<file path="config.mk">
export PLATFORM = sky130hd
export DESIGN_NAME = rgb_to_hsv_converter_top_flat
export DESIGN_NICKNAME = d
export VERILOG_FILES = /design/src/sv/rth_pkg.sv /design/src/sv/rth_rgb_if.sv /design/src/sv/rth_hsv_if.sv /design/src/sv/rgb_to_hsv_converter_top.sv /design/src/flat_wrapper.sv
export VERILOG_INCLUDE_DIRS = /design/src /design/src/sv
export SDC_FILE = /design/constraint.sdc
export NUM_CORES = 1
export LEC_CHECK = 0
export ABC_AREA = 1
export BUFFER_PORTS_ARGS = -buffer_cell sky130_fd_sc_hd__buf_2
export CAP_MARGIN = 10
export CORE_MARGIN = 3
export CORE_UTILIZATION = 29
export DETAILED_ROUTE_END_ITERATION = 8
export PLACE_DENSITY = 0.51
export SETUP_SLACK_MARGIN = 0.15
export SLEW_MARGIN = 10
export SYNTH_ARGS = -nofsm -noshare
export SYNTH_HDL_FRONTEND = slang
export SYNTH_SLANG_ARGS = --single-unit
</file>
<file path="constraint.sdc">
create_clock -name clk -period 6.4 [get_ports clk]
set_input_delay 0.32 -clock clk [delete_from_list [all_inputs] [get_ports clk]]
set_output_delay 0.32 -clock clk [all_outputs]
set_load 0.1 [all_outputs]
</file>
<file path="src/sv/rgb_to_hsv_converter_top_assert.svh">
// Assertion macros for the RGB to HSV converter RTL.
`ifndef RGB_TO_HSV_CONVERTER_TOP_ASSERT_SVH
`define RGB_TO_HSV_CONVERTER_TOP_ASSERT_SVH

`ifndef SYNTH

// Checks that a condition holds at every clock edge outside reset.
`define RTH_ASSERT(lbl, cond, msg) \
    lbl: assert property (@(posedge clk) disable iff (!rst_n) (cond)) else $error(msg);

// Checks that the consequent holds in the same cycle whenever the antecedent does.
`define RTH_ASSERT_IMPL(lbl, ante, cons, msg) \
    lbl: assert property (@(posedge clk) disable iff (!rst_n) (ante) |-> (cons)) \
        else $error(msg);

`else

`define RTH_ASSERT(lbl, cond, msg)
`define RTH_ASSERT_IMPL(lbl, ante, cons, msg)

`endif

`endif

</file>
<file path="src/sv/rth_pkg.sv">
// Types, widths and the division step function of the RGB to HSV converter.
package rth_pkg;

    // Component width and full-scale value, 255 standing for 1.0.
    localparam int CompW   = 8;
    localparam int HsvFull = 255;

    // Numerator over six times the chroma; at most 6*255 plus one component.
    localparam int HueNW   = 11;

    // Divider operand widths: hue is (510n + 6d) / 12d, sat is (510d + mx) / 2mx.
    localparam int HueNumW = 20;
    localparam int HueDivW = 12;
    localparam int SatNumW = 17;
    localparam int SatDivW = 9;

    // Both quotients stay below 256, so eight restoring steps suffice.
    localparam int QuoW     = 8;
    localparam int DivSteps = QuoW;

    // Register stages ahead of the divider: sort, then numerator build.
    localparam int FrontStg = 2;

    // Which component holds the maximum.
    typedef enum logic [2:0] {
        SecRed   = 3'b001,
        SecGreen = 3'b010,
        SecBlue  = 3'b100
    } sector_t;

    // After the first stage: sorted extremes and the original components.
    typedef struct packed {
        logic [CompW-1:0] mx;
        logic [CompW-1:0] mn;
        logic [CompW-1:0] red;
        logic [CompW-1:0] green;
        logic [CompW-1:0] blue;
        sector_t          sector;
    } front1_t;

    // After the second stage: chroma and the hue numerator over 6d.
    typedef struct packed {
        logic [CompW-1:0] mx;
        logic [CompW-1:0] d;
        logic [HueNW-1:0] n;
    } front2_t;

    // One slot of the shared divider pipeline, both divisions side by side.
    typedef struct packed {
        logic [CompW-1:0]   val;
        logic [HueNumW-1:0] hue_rem;
        logic [HueDivW-1:0] hue_div;
        logic [QuoW-1:0]    hue_quo;
        logic [SatNumW-1:0] sat_rem;
        logic [SatDivW-1:0] sat_div;
        logic [QuoW-1:0]    sat_quo;
        logic               hue_zero;
        logic               sat_zero;
    } div_t;

    // One restoring division step that settles quotient bit k of both quotients.
    function automatic div_t div_step(input div_t s, input int unsigned k);
        div_t               r;
        logic [HueNumW-1:0] h_trial;
        logic [SatNumW-1:0] s_trial;
        r       = s;
        h_trial = HueNumW'(s.hue_div) << k;
        s_trial = SatNumW'(s.sat_div) << k;
        if (s.hue_rem >= h_trial)
        begin
            r.hue_rem = s.hue_rem - h_trial;
            r.hue_quo = s.hue_quo | (QuoW'(1) << k);
        end
        if (s.sat_rem >= s_trial)
        begin
            r.sat_rem = s.sat_rem - s_trial;
            r.sat_quo = s.sat_quo | (QuoW'(1) << k);
        end
        return r;
    endfunction

endpackage

</file>
<file path="src/sv/rth_rgb_if.sv">
// Pixel input channel: valid, ready and one RGB pixel.
interface rth_rgb_if;
    import rth_pkg::*;

    logic             valid;
    logic             ready;
    logic [CompW-1:0] red_in;
    logic [CompW-1:0] green_in;
    logic [CompW-1:0] blue_in;

    modport source (output valid, output red_in, output green_in, output blue_in,
                    input ready);
    modport sink   (input valid, input red_in, input green_in, input blue_in,
                    output ready);
endinterface

</file>
<file path="src/sv/rth_hsv_if.sv">
// Result output channel: valid, ready and one HSV pixel.
interface rth_hsv_if;
    import rth_pkg::*;

    logic             valid;
    logic             ready;
    logic [CompW-1:0] hue_out;
    logic [CompW-1:0] sat_out;
    logic [CompW-1:0] val_out;

    modport source (output valid, output hue_out, output sat_out, output val_out,
                    input ready);
    modport sink   (input valid, input hue_out, input sat_out, input val_out,
                    output ready);
endinterface

</file>
<file path="src/sv/rgb_to_hsv_converter_top.sv">
// Pipelined RGB to HSV pixel converter with a restoring divider per quotient bit.
//
// Channel   Modport  Payload                        Beat
// pix_in    sink     red_in, green_in, blue_in      valid && ready
// hsv_out   source   hue_out, sat_out, val_out      valid && ready
//
// One pixel enters per clock while the output is not stalled.
// Two front stages sort the components and build the hue numerator, one stage
// forms both dividends and divisors, and eight stages each settle one quotient bit.
// Every stage has its own valid bit and loads when empty or when the stage after
// it moves, so bubbles close up and a stalled output loses and repeats nothing.
// Reset clears the valid bits only; the payload registers are not reset.
module rgb_to_hsv_converter_top (
    input  logic         clk,
    input  logic         rst_n,
    rth_rgb_if.sink      pix_in,
    rth_hsv_if.source    hsv_out
);
    import rth_pkg::*;

    `include "rgb_to_hsv_converter_top_assert.svh"

    localparam int NumStg = FrontStg + DivSteps + 1;

    logic [NumStg-1:0] vld_reg;
    logic [NumStg-1:0] load;

    front1_t f1_reg;
    front1_t f1_next;
    front2_t f2_reg;
    front2_t f2_next;
    div_t    div_reg  [DivSteps+1];
    div_t    div_next [DivSteps+1];

    // A stage loads when it is empty or its content moves on this cycle.
    always_comb
    begin
        load[NumStg-1] = !vld_reg[NumStg-1] || hsv_out.ready;
        for (int i = NumStg - 2; i >= 0; i--)
        begin
            load[i] = !vld_reg[i] || load[i+1];
        end
    end

    assign pix_in.ready = load[0];

    // Valid bits travel with the data.
    always_ff @(posedge clk or negedge rst_n)
    begin
        if (!rst_n)
        begin
            vld_reg <= '0;
        end
        else
        begin
            if (load[0])
            begin
                vld_reg[0] <= pix_in.valid;
            end
            for (int i = 1; i < NumStg; i++)
            begin
                if (load[i])
                begin
                    vld_reg[i] <= vld_reg[i-1];
                end
            end
        end
    end

    // First stage: find the maximum and minimum; red wins ties, then green.
    always_comb
    begin
        f1_next.red   = pix_in.red_in;
        f1_next.green = pix_in.green_in;
        f1_next.blue  = pix_in.blue_in;
        if (pix_in.red_in >= pix_in.green_in && pix_in.red_in >= pix_in.blue_in)
        begin
            f1_next.sector = SecRed;
            f1_next.mx     = pix_in.red_in;
        end
        else if (pix_in.green_in >= pix_in.blue_in)
        begin
            f1_next.sector = SecGreen;
            f1_next.mx     = pix_in.green_in;
        end
        else
        begin
            f1_next.sector = SecBlue;
            f1_next.mx     = pix_in.blue_in;
        end
        f1_next.mn = pix_in.red_in;
        if (pix_in.green_in < f1_next.mn)
        begin
            f1_next.mn = pix_in.green_in;
        end
        if (pix_in.blue_in < f1_next.mn)
        begin
            f1_next.mn = pix_in.blue_in;
        end
    end

    // Second stage: chroma and the hue numerator with its sector offset.
    // The sum is never negative, so modulo arithmetic at this width is exact.
    always_comb
    begin
        logic [HueNW-1:0] d_w;
        d_w        = HueNW'(f1_reg.mx - f1_reg.mn);
        f2_next.mx = f1_reg.mx;
        f2_next.d  = f1_reg.mx - f1_reg.mn;
        case (f1_reg.sector)
            SecRed:
            begin
                f2_next.n = HueNW'(f1_reg.green) - HueNW'(f1_reg.blue);
                if (f1_reg.green < f1_reg.blue)
                begin
                    f2_next.n = f2_next.n + (d_w << 2) + (d_w << 1);
                end
            end
            SecGreen:
            begin
                f2_next.n = (d_w << 1) + HueNW'(f1_reg.blue) - HueNW'(f1_reg.red);
            end
            SecBlue:
            begin
                f2_next.n = (d_w << 2) + HueNW'(f1_reg.red) - HueNW'(f1_reg.green);
            end
            default:
            begin
                f2_next.n = '0;
            end
        endcase
    end

    // Third stage: dividends carry the half divisor so that truncation rounds.
    // The divider stages after it each settle one quotient bit, most significant first.
    always_comb
    begin
        div_next[0].val      = f2_reg.mx;
        div_next[0].hue_rem  = HueNumW'(f2_reg.n) * HueNumW'(2 * HsvFull)
                             + HueNumW'(f2_reg.d) * HueNumW'(6);
        div_next[0].hue_div  = HueDivW'(f2_reg.d) * HueDivW'(12);
        div_next[0].hue_quo  = '0;
        div_next[0].sat_rem  = SatNumW'(f2_reg.d) * SatNumW'(2 * HsvFull)
                             + SatNumW'(f2_reg.mx);
        div_next[0].sat_div  = SatDivW'(f2_reg.mx) << 1;
        div_next[0].sat_quo  = '0;
        div_next[0].hue_zero = (f2_reg.d == '0);
        div_next[0].sat_zero = (f2_reg.mx == '0);
        for (int j = 0; j < DivSteps; j++)
        begin
            div_next[j+1] = div_step(div_reg[j], DivSteps - 1 - j);
        end
    end

    // Payload registers, loaded with their stage.
    always_ff @(posedge clk)
    begin
        if (load[0])
        begin
            f1_reg <= f1_next;
        end
        if (load[1])
        begin
            f2_reg <= f2_next;
        end
        for (int j = 0; j <= DivSteps; j++)
        begin
            if (load[FrontStg+j])
            begin
                div_reg[j] <= div_next[j];
            end
        end
    end

    // Output beat; the quotients never exceed full scale, so no clamp is needed.
    assign hsv_out.valid   = vld_reg[NumStg-1];
    assign hsv_out.hue_out = div_reg[DivSteps].hue_zero ? '0 : div_reg[DivSteps].hue_quo;
    assign hsv_out.sat_out = div_reg[DivSteps].sat_zero ? '0 : div_reg[DivSteps].sat_quo;
    assign hsv_out.val_out = div_reg[DivSteps].val;

    // A ready output frees the whole pipeline back to the input.
    `RTH_ASSERT_IMPL(a_ready_chain, hsv_out.ready, pix_in.ready, "input stalled while output ready")

    // Finished hue division leaves a remainder below its divisor.
    `RTH_ASSERT_IMPL(a_hue_rem, vld_reg[NumStg-1] && !div_reg[DivSteps].hue_zero, div_reg[DivSteps].hue_rem < HueNumW'(div_reg[DivSteps].hue_div), "hue remainder not reduced")

    // Finished saturation division leaves a remainder below its divisor.
    `RTH_ASSERT_IMPL(a_sat_rem, vld_reg[NumStg-1] && !div_reg[DivSteps].sat_zero, div_reg[DivSteps].sat_rem < SatNumW'(div_reg[DivSteps].sat_div), "saturation remainder not reduced")

    // Zero saturation means a grey or black pixel, whose hue is zero.
    `RTH_ASSERT_IMPL(a_grey_hue, hsv_out.valid && hsv_out.sat_out == '0, hsv_out.hue_out == '0, "grey pixel with nonzero hue")

    // Black output pixels carry no saturation.
    `RTH_ASSERT(a_black_sat, !(hsv_out.valid && hsv_out.val_out == '0 && hsv_out.sat_out != '0), "black pixel with nonzero saturation")

endmodule

</file>
<file path="src/flat_wrapper.sv">
// flat-port wrapper written by rule: the top's interface ports become plain ports
module rgb_to_hsv_converter_top_flat import rth_pkg::*;
  (clk, rst_n, pix_in_valid, pix_in_red_in, pix_in_green_in, pix_in_blue_in, pix_in_ready, hsv_out_valid, hsv_out_hue_out, hsv_out_sat_out, hsv_out_val_out, hsv_out_ready);
  rth_rgb_if pix_in_i ();
  rth_hsv_if hsv_out_i ();
  input  logic clk;
  input  logic rst_n;
  input wire logic [$bits(pix_in_i.valid)-1:0] pix_in_valid;
  input wire logic [$bits(pix_in_i.red_in)-1:0] pix_in_red_in;
  input wire logic [$bits(pix_in_i.green_in)-1:0] pix_in_green_in;
  input wire logic [$bits(pix_in_i.blue_in)-1:0] pix_in_blue_in;
  output wire logic [$bits(pix_in_i.ready)-1:0] pix_in_ready;
  output wire logic [$bits(hsv_out_i.valid)-1:0] hsv_out_valid;
  output wire logic [$bits(hsv_out_i.hue_out)-1:0] hsv_out_hue_out;
  output wire logic [$bits(hsv_out_i.sat_out)-1:0] hsv_out_sat_out;
  output wire logic [$bits(hsv_out_i.val_out)-1:0] hsv_out_val_out;
  input wire logic [$bits(hsv_out_i.ready)-1:0] hsv_out_ready;
  assign pix_in_i.valid = pix_in_valid;
  assign pix_in_i.red_in = pix_in_red_in;
  assign pix_in_i.green_in = pix_in_green_in;
  assign pix_in_i.blue_in = pix_in_blue_in;
  assign pix_in_ready = pix_in_i.ready;
  assign hsv_out_valid = hsv_out_i.valid;
  assign hsv_out_hue_out = hsv_out_i.hue_out;
  assign hsv_out_sat_out = hsv_out_i.sat_out;
  assign hsv_out_val_out = hsv_out_i.val_out;
  assign hsv_out_i.ready = hsv_out_ready;
  rgb_to_hsv_converter_top u_core (.clk(clk), .rst_n(rst_n), .pix_in(pix_in_i), .hsv_out(hsv_out_i));
endmodule
</file>
==> out/qor.csv <==
stage;metric;value;unit
grt;Total GRT Usage;11.2;%
min_path;type of the most critical hold path;in2reg;
worst_setup_path;critical path peak fanout;6;
placed_design;hpwl dp;57900;um
worst_setup_path;R2R Path Start;u_core.f2_reg[0];
worst_setup_path;R2R setup slack;1.03;ns
grt;initial antenna violation count;0;
logic_synthesis;Async SR Flop Fraction;1.82;%
cts;Post-CTS Setup Repair Bufs;0;
logic_synthesis;flops & latches, synth;603;
grt;vias in the first global route;24400;
layout;diode count;0;
flow_run;Max Cap Viol;0;
floorplan;Die W;363;um
sta;unrepaired setup endpoints after global routing;false;
floorplan;die area;0.132;mm^2
floorplan;# rows;130;
sta;highest clock rate;186;MHz
logic_synthesis;Ys Warns;0;
sta;Slew Limit Headroom;25.3;%
logic_synthesis;top cells by area, synth;edfxtp_1 48%, ha_1 11%, inv_1 6.6%;
logic_synthesis;Mapped Avg Cell Area;10.3;um^2
worst_setup_path;Worst R2R Path Depth;21;
logic_synthesis;Cell Area, Synth;0.0369;mm^2
sta;Tmin final;5.37;ns
cts;clk buf depth;3;
placed_design;placed cell areas;0.0391;mm^2
cts;Resized Gates After CTS;0;
min_path;Worst Hold Path Cells;3;
worst_setup_path;reg-to-reg endpoint;u_core.div_reg[0][75];
cts;clk sinks;603;
cts;clock root cell;clkbuf_16;
routing;DR DRC count;0;
worst_setup_path;critical path required time;6.80;ns
routing;Final ANT Viol Nets;0;
cts;Clock transition at path regs;0.06;ns
routing;routed vias/inst;4.38;
placed_design;port buffer count;53;
sta;Tightest Pin Transition;1.12;ns
placed_design;GPL Wtd Cong;0.852;
layout;Design Area, Final;0.0416;mm^2
logic_synthesis;Yosys top cell area share;48.2;%
cts;worst-skew pair later-pin latency;0.64;ns
routing;DR pass1 iterations;5;
floorplan;core area;0.126;mm^2
logic_synthesis;EDFF count, synth;592;
cts;H-tree depth;3;
cts;clock tree from TritonCTS;built;
routing;total routed wirelength;72500;um
sta;final setup fails;0;
layout;share of cells above drive strength 1;7.15;%
sta;setup tns final;0;ns
min_path;Worst Hold End;u_core.vld_reg[0];
floorplan;initial core utilization;29.3;%
worst_setup_path;Startpoint Class;flop;
worst_setup_path;CP Class;reg2reg;
sta;final hold viol count;0;
logic_synthesis;part of the Yosys area used for sequential elements;48.9;%
worst_setup_path;crit path DAT;5.77;ns
worst_setup_path;endpoint type of the worst setup path;flop;
grt;largest net degree at the start of global routing;70;
routing;1st-iter DRT viols;1139;
layout;P&R area growth vs syn;12.7;%
logic_synthesis;ys flop type;edfxtp_1;
routing;DR WL/cell;13.4;um
cts;CTS buffer count;68;
layout;max reg flops;522;
floorplan;I/O pin count;54;
logic_synthesis;Cell variety after synth;63;
min_path;hold_sp;pix_in_valid;
status;outcome;completed;
logic_synthesis;syn nets;4053;
sta;max-slew violations;0;
grt;gr ovfl total;0;
floorplan;die span in y;363;um
sta;final cycle utilization of the critical path;83.9;%
sta;Clock Skew;0.0332;ns
routing;Vias;23700;
logic_synthesis;Syn Inst Count;3587;
logic_synthesis;Synth area leader;edfxtp_1;
grt;first-pass GRT wire length;121000;um
layout;Final Net Count;4172;
-- area by class of cell --
cell class / count / area, um^2
Clock inverter: 41 / 454
Timing Repair Buffer: 87 / 583
Sequential cell: 603 / 18100
Multi-Input combinational cell: 2285 / 16100
Clock buffer: 83 / 1820
Inverter: 661 / 2480
Tap cell: 1650 / 2060
Fill cell: 12700 / 84500
-- metrics by stage --
step | hold WS [ns] | std cells | setup slack, ns | utilization (%)
6_report | 0.0760 | 5410 | 1.03 | 33.0
2_1_floorplan | 0.0244 | 3587 | 0.295 | -
5_1_grt | 0.0385 | 5410 | 0.630 | 33.0
3_5_place_dp | 0.247 | 5261 | 1.00 | 31.0
3_3_place_gp | 0.241 | 5261 | 1.06 | 31.0
4_1_cts | 0.00587 | 5410 | 0.984 | 33.0
-- placed cells by master (no fill, tap or decap), types with 16 or more instances in the layout --
cell type / n
nand3_1: 123
xor2_1: 114
nand4_1: 41
buf_2: 53
fa_1: 117
a21oi_1: 233
o21ai_1: 20
xnor2_1: 75
clkbuf_16: 70
nor2_1: 230
ha_1: 321
inv_1: 649
nand3b_1: 16
o21ai_0: 168
nor3_1: 49
nor4_1: 21
or2_2: 24
edfxtp_1: 592
dlygate4sd3_1: 25
nand2_1: 541
-- how the worst max path moves through the flow --
| stage | startpoint | endpoint | slack [ns] | cells past startpoint |
|---|---|---|---|---|
| 2_1_floorplan | u_core.vld_reg[10] | u_core.f1_reg[0] | 0.30 | 13 |
| 3_3_place_gp | u_core.f2_reg[0] | u_core.div_reg[0][75] | 1.06 | 21 |
| 3_5_place_dp | u_core.f2_reg[0] | u_core.div_reg[0][75] | 1.00 | 21 |
| 4_1_cts | u_core.f2_reg[0] | u_core.div_reg[0][75] | 0.98 | 21 |
| 5_1_grt | u_core.f2_reg[2] | u_core.div_reg[0][75] | 0.63 | 24 |
| 6_report | u_core.f2_reg[0] | u_core.div_reg[0][75] | 1.03 | 21 |
-- what timing repair did --
item | CTS | global route
endpoints found under the setup margin | 0 | 0
hold buffers | 25 | 0
endpoints found under the hold margin | 35 | 0
-- logic make-up (layout without fill, tap and decap cells) --
logic type | Yosys count | after routing | synth area share, %
buf+inv | 699 | 872 | 7.39
compound gates | 563 | 563 | 8.82
xor+xnor | 196 | 196 | 4.79
simple gates | 1087 | 1087 | 12.8
mux | 1 | 1 | 0.0305
fa+ha+maj | 438 | 438 | 17.2
flops | 603 | 603 | 48.9
-- synthesized netlist by cell type (all sizes together), types with 14 or more instances --
master and count:
nand2 552, fa 117, nand3b 16, o21ai 203, ha 321, a21o 15
nand3 130, nor3 52, o211ai 14, nand4 41, nor4 21, buf 31
inv 660, nor2 241, a31oi 14, or2 26, a21oi 241, xnor2 76
xor2 120, edfxtp 592
-- layer usage --
| layer | routed length, um | up-vias | GRT usage [%] |
|---|---|---|---|
| met1 | 32400 | 10900 | 13.6 |
| li1 | - | 12400 | - |
| met2 | 35400 | 329 | 19.8 |
| met4 | 2360 | 0 | 4.05 |
| met5 | 0 | - | 0 |
| met3 | 2420 | 143 | 2.01 |
-- worst max-delay path: stages (launching register included) --
cell and delay [ns]:
edfxtp_1 0.50, fa_1 0.67, xor2_1 0.18, ha_1 0.27
fa_1 0.53, inv_1 0.05, fa_1 0.52, inv_1 0.04
ha_1 0.35, a21oi_1 0.21, nand2_1 0.13, xor2_1 0.16
ha_1 0.35, nand2_1 0.09, nor2_1 0.12, nand2_1 0.06
o211ai_1 0.28, nand3_2 0.17, nor3_4 0.25, nand3b_1 0.09
nand2_1 0.07, inv_1 0.03
Power is not shown: default switching activity piles up to over one toggle a cycle in this logic, so the estimate is an artifact.
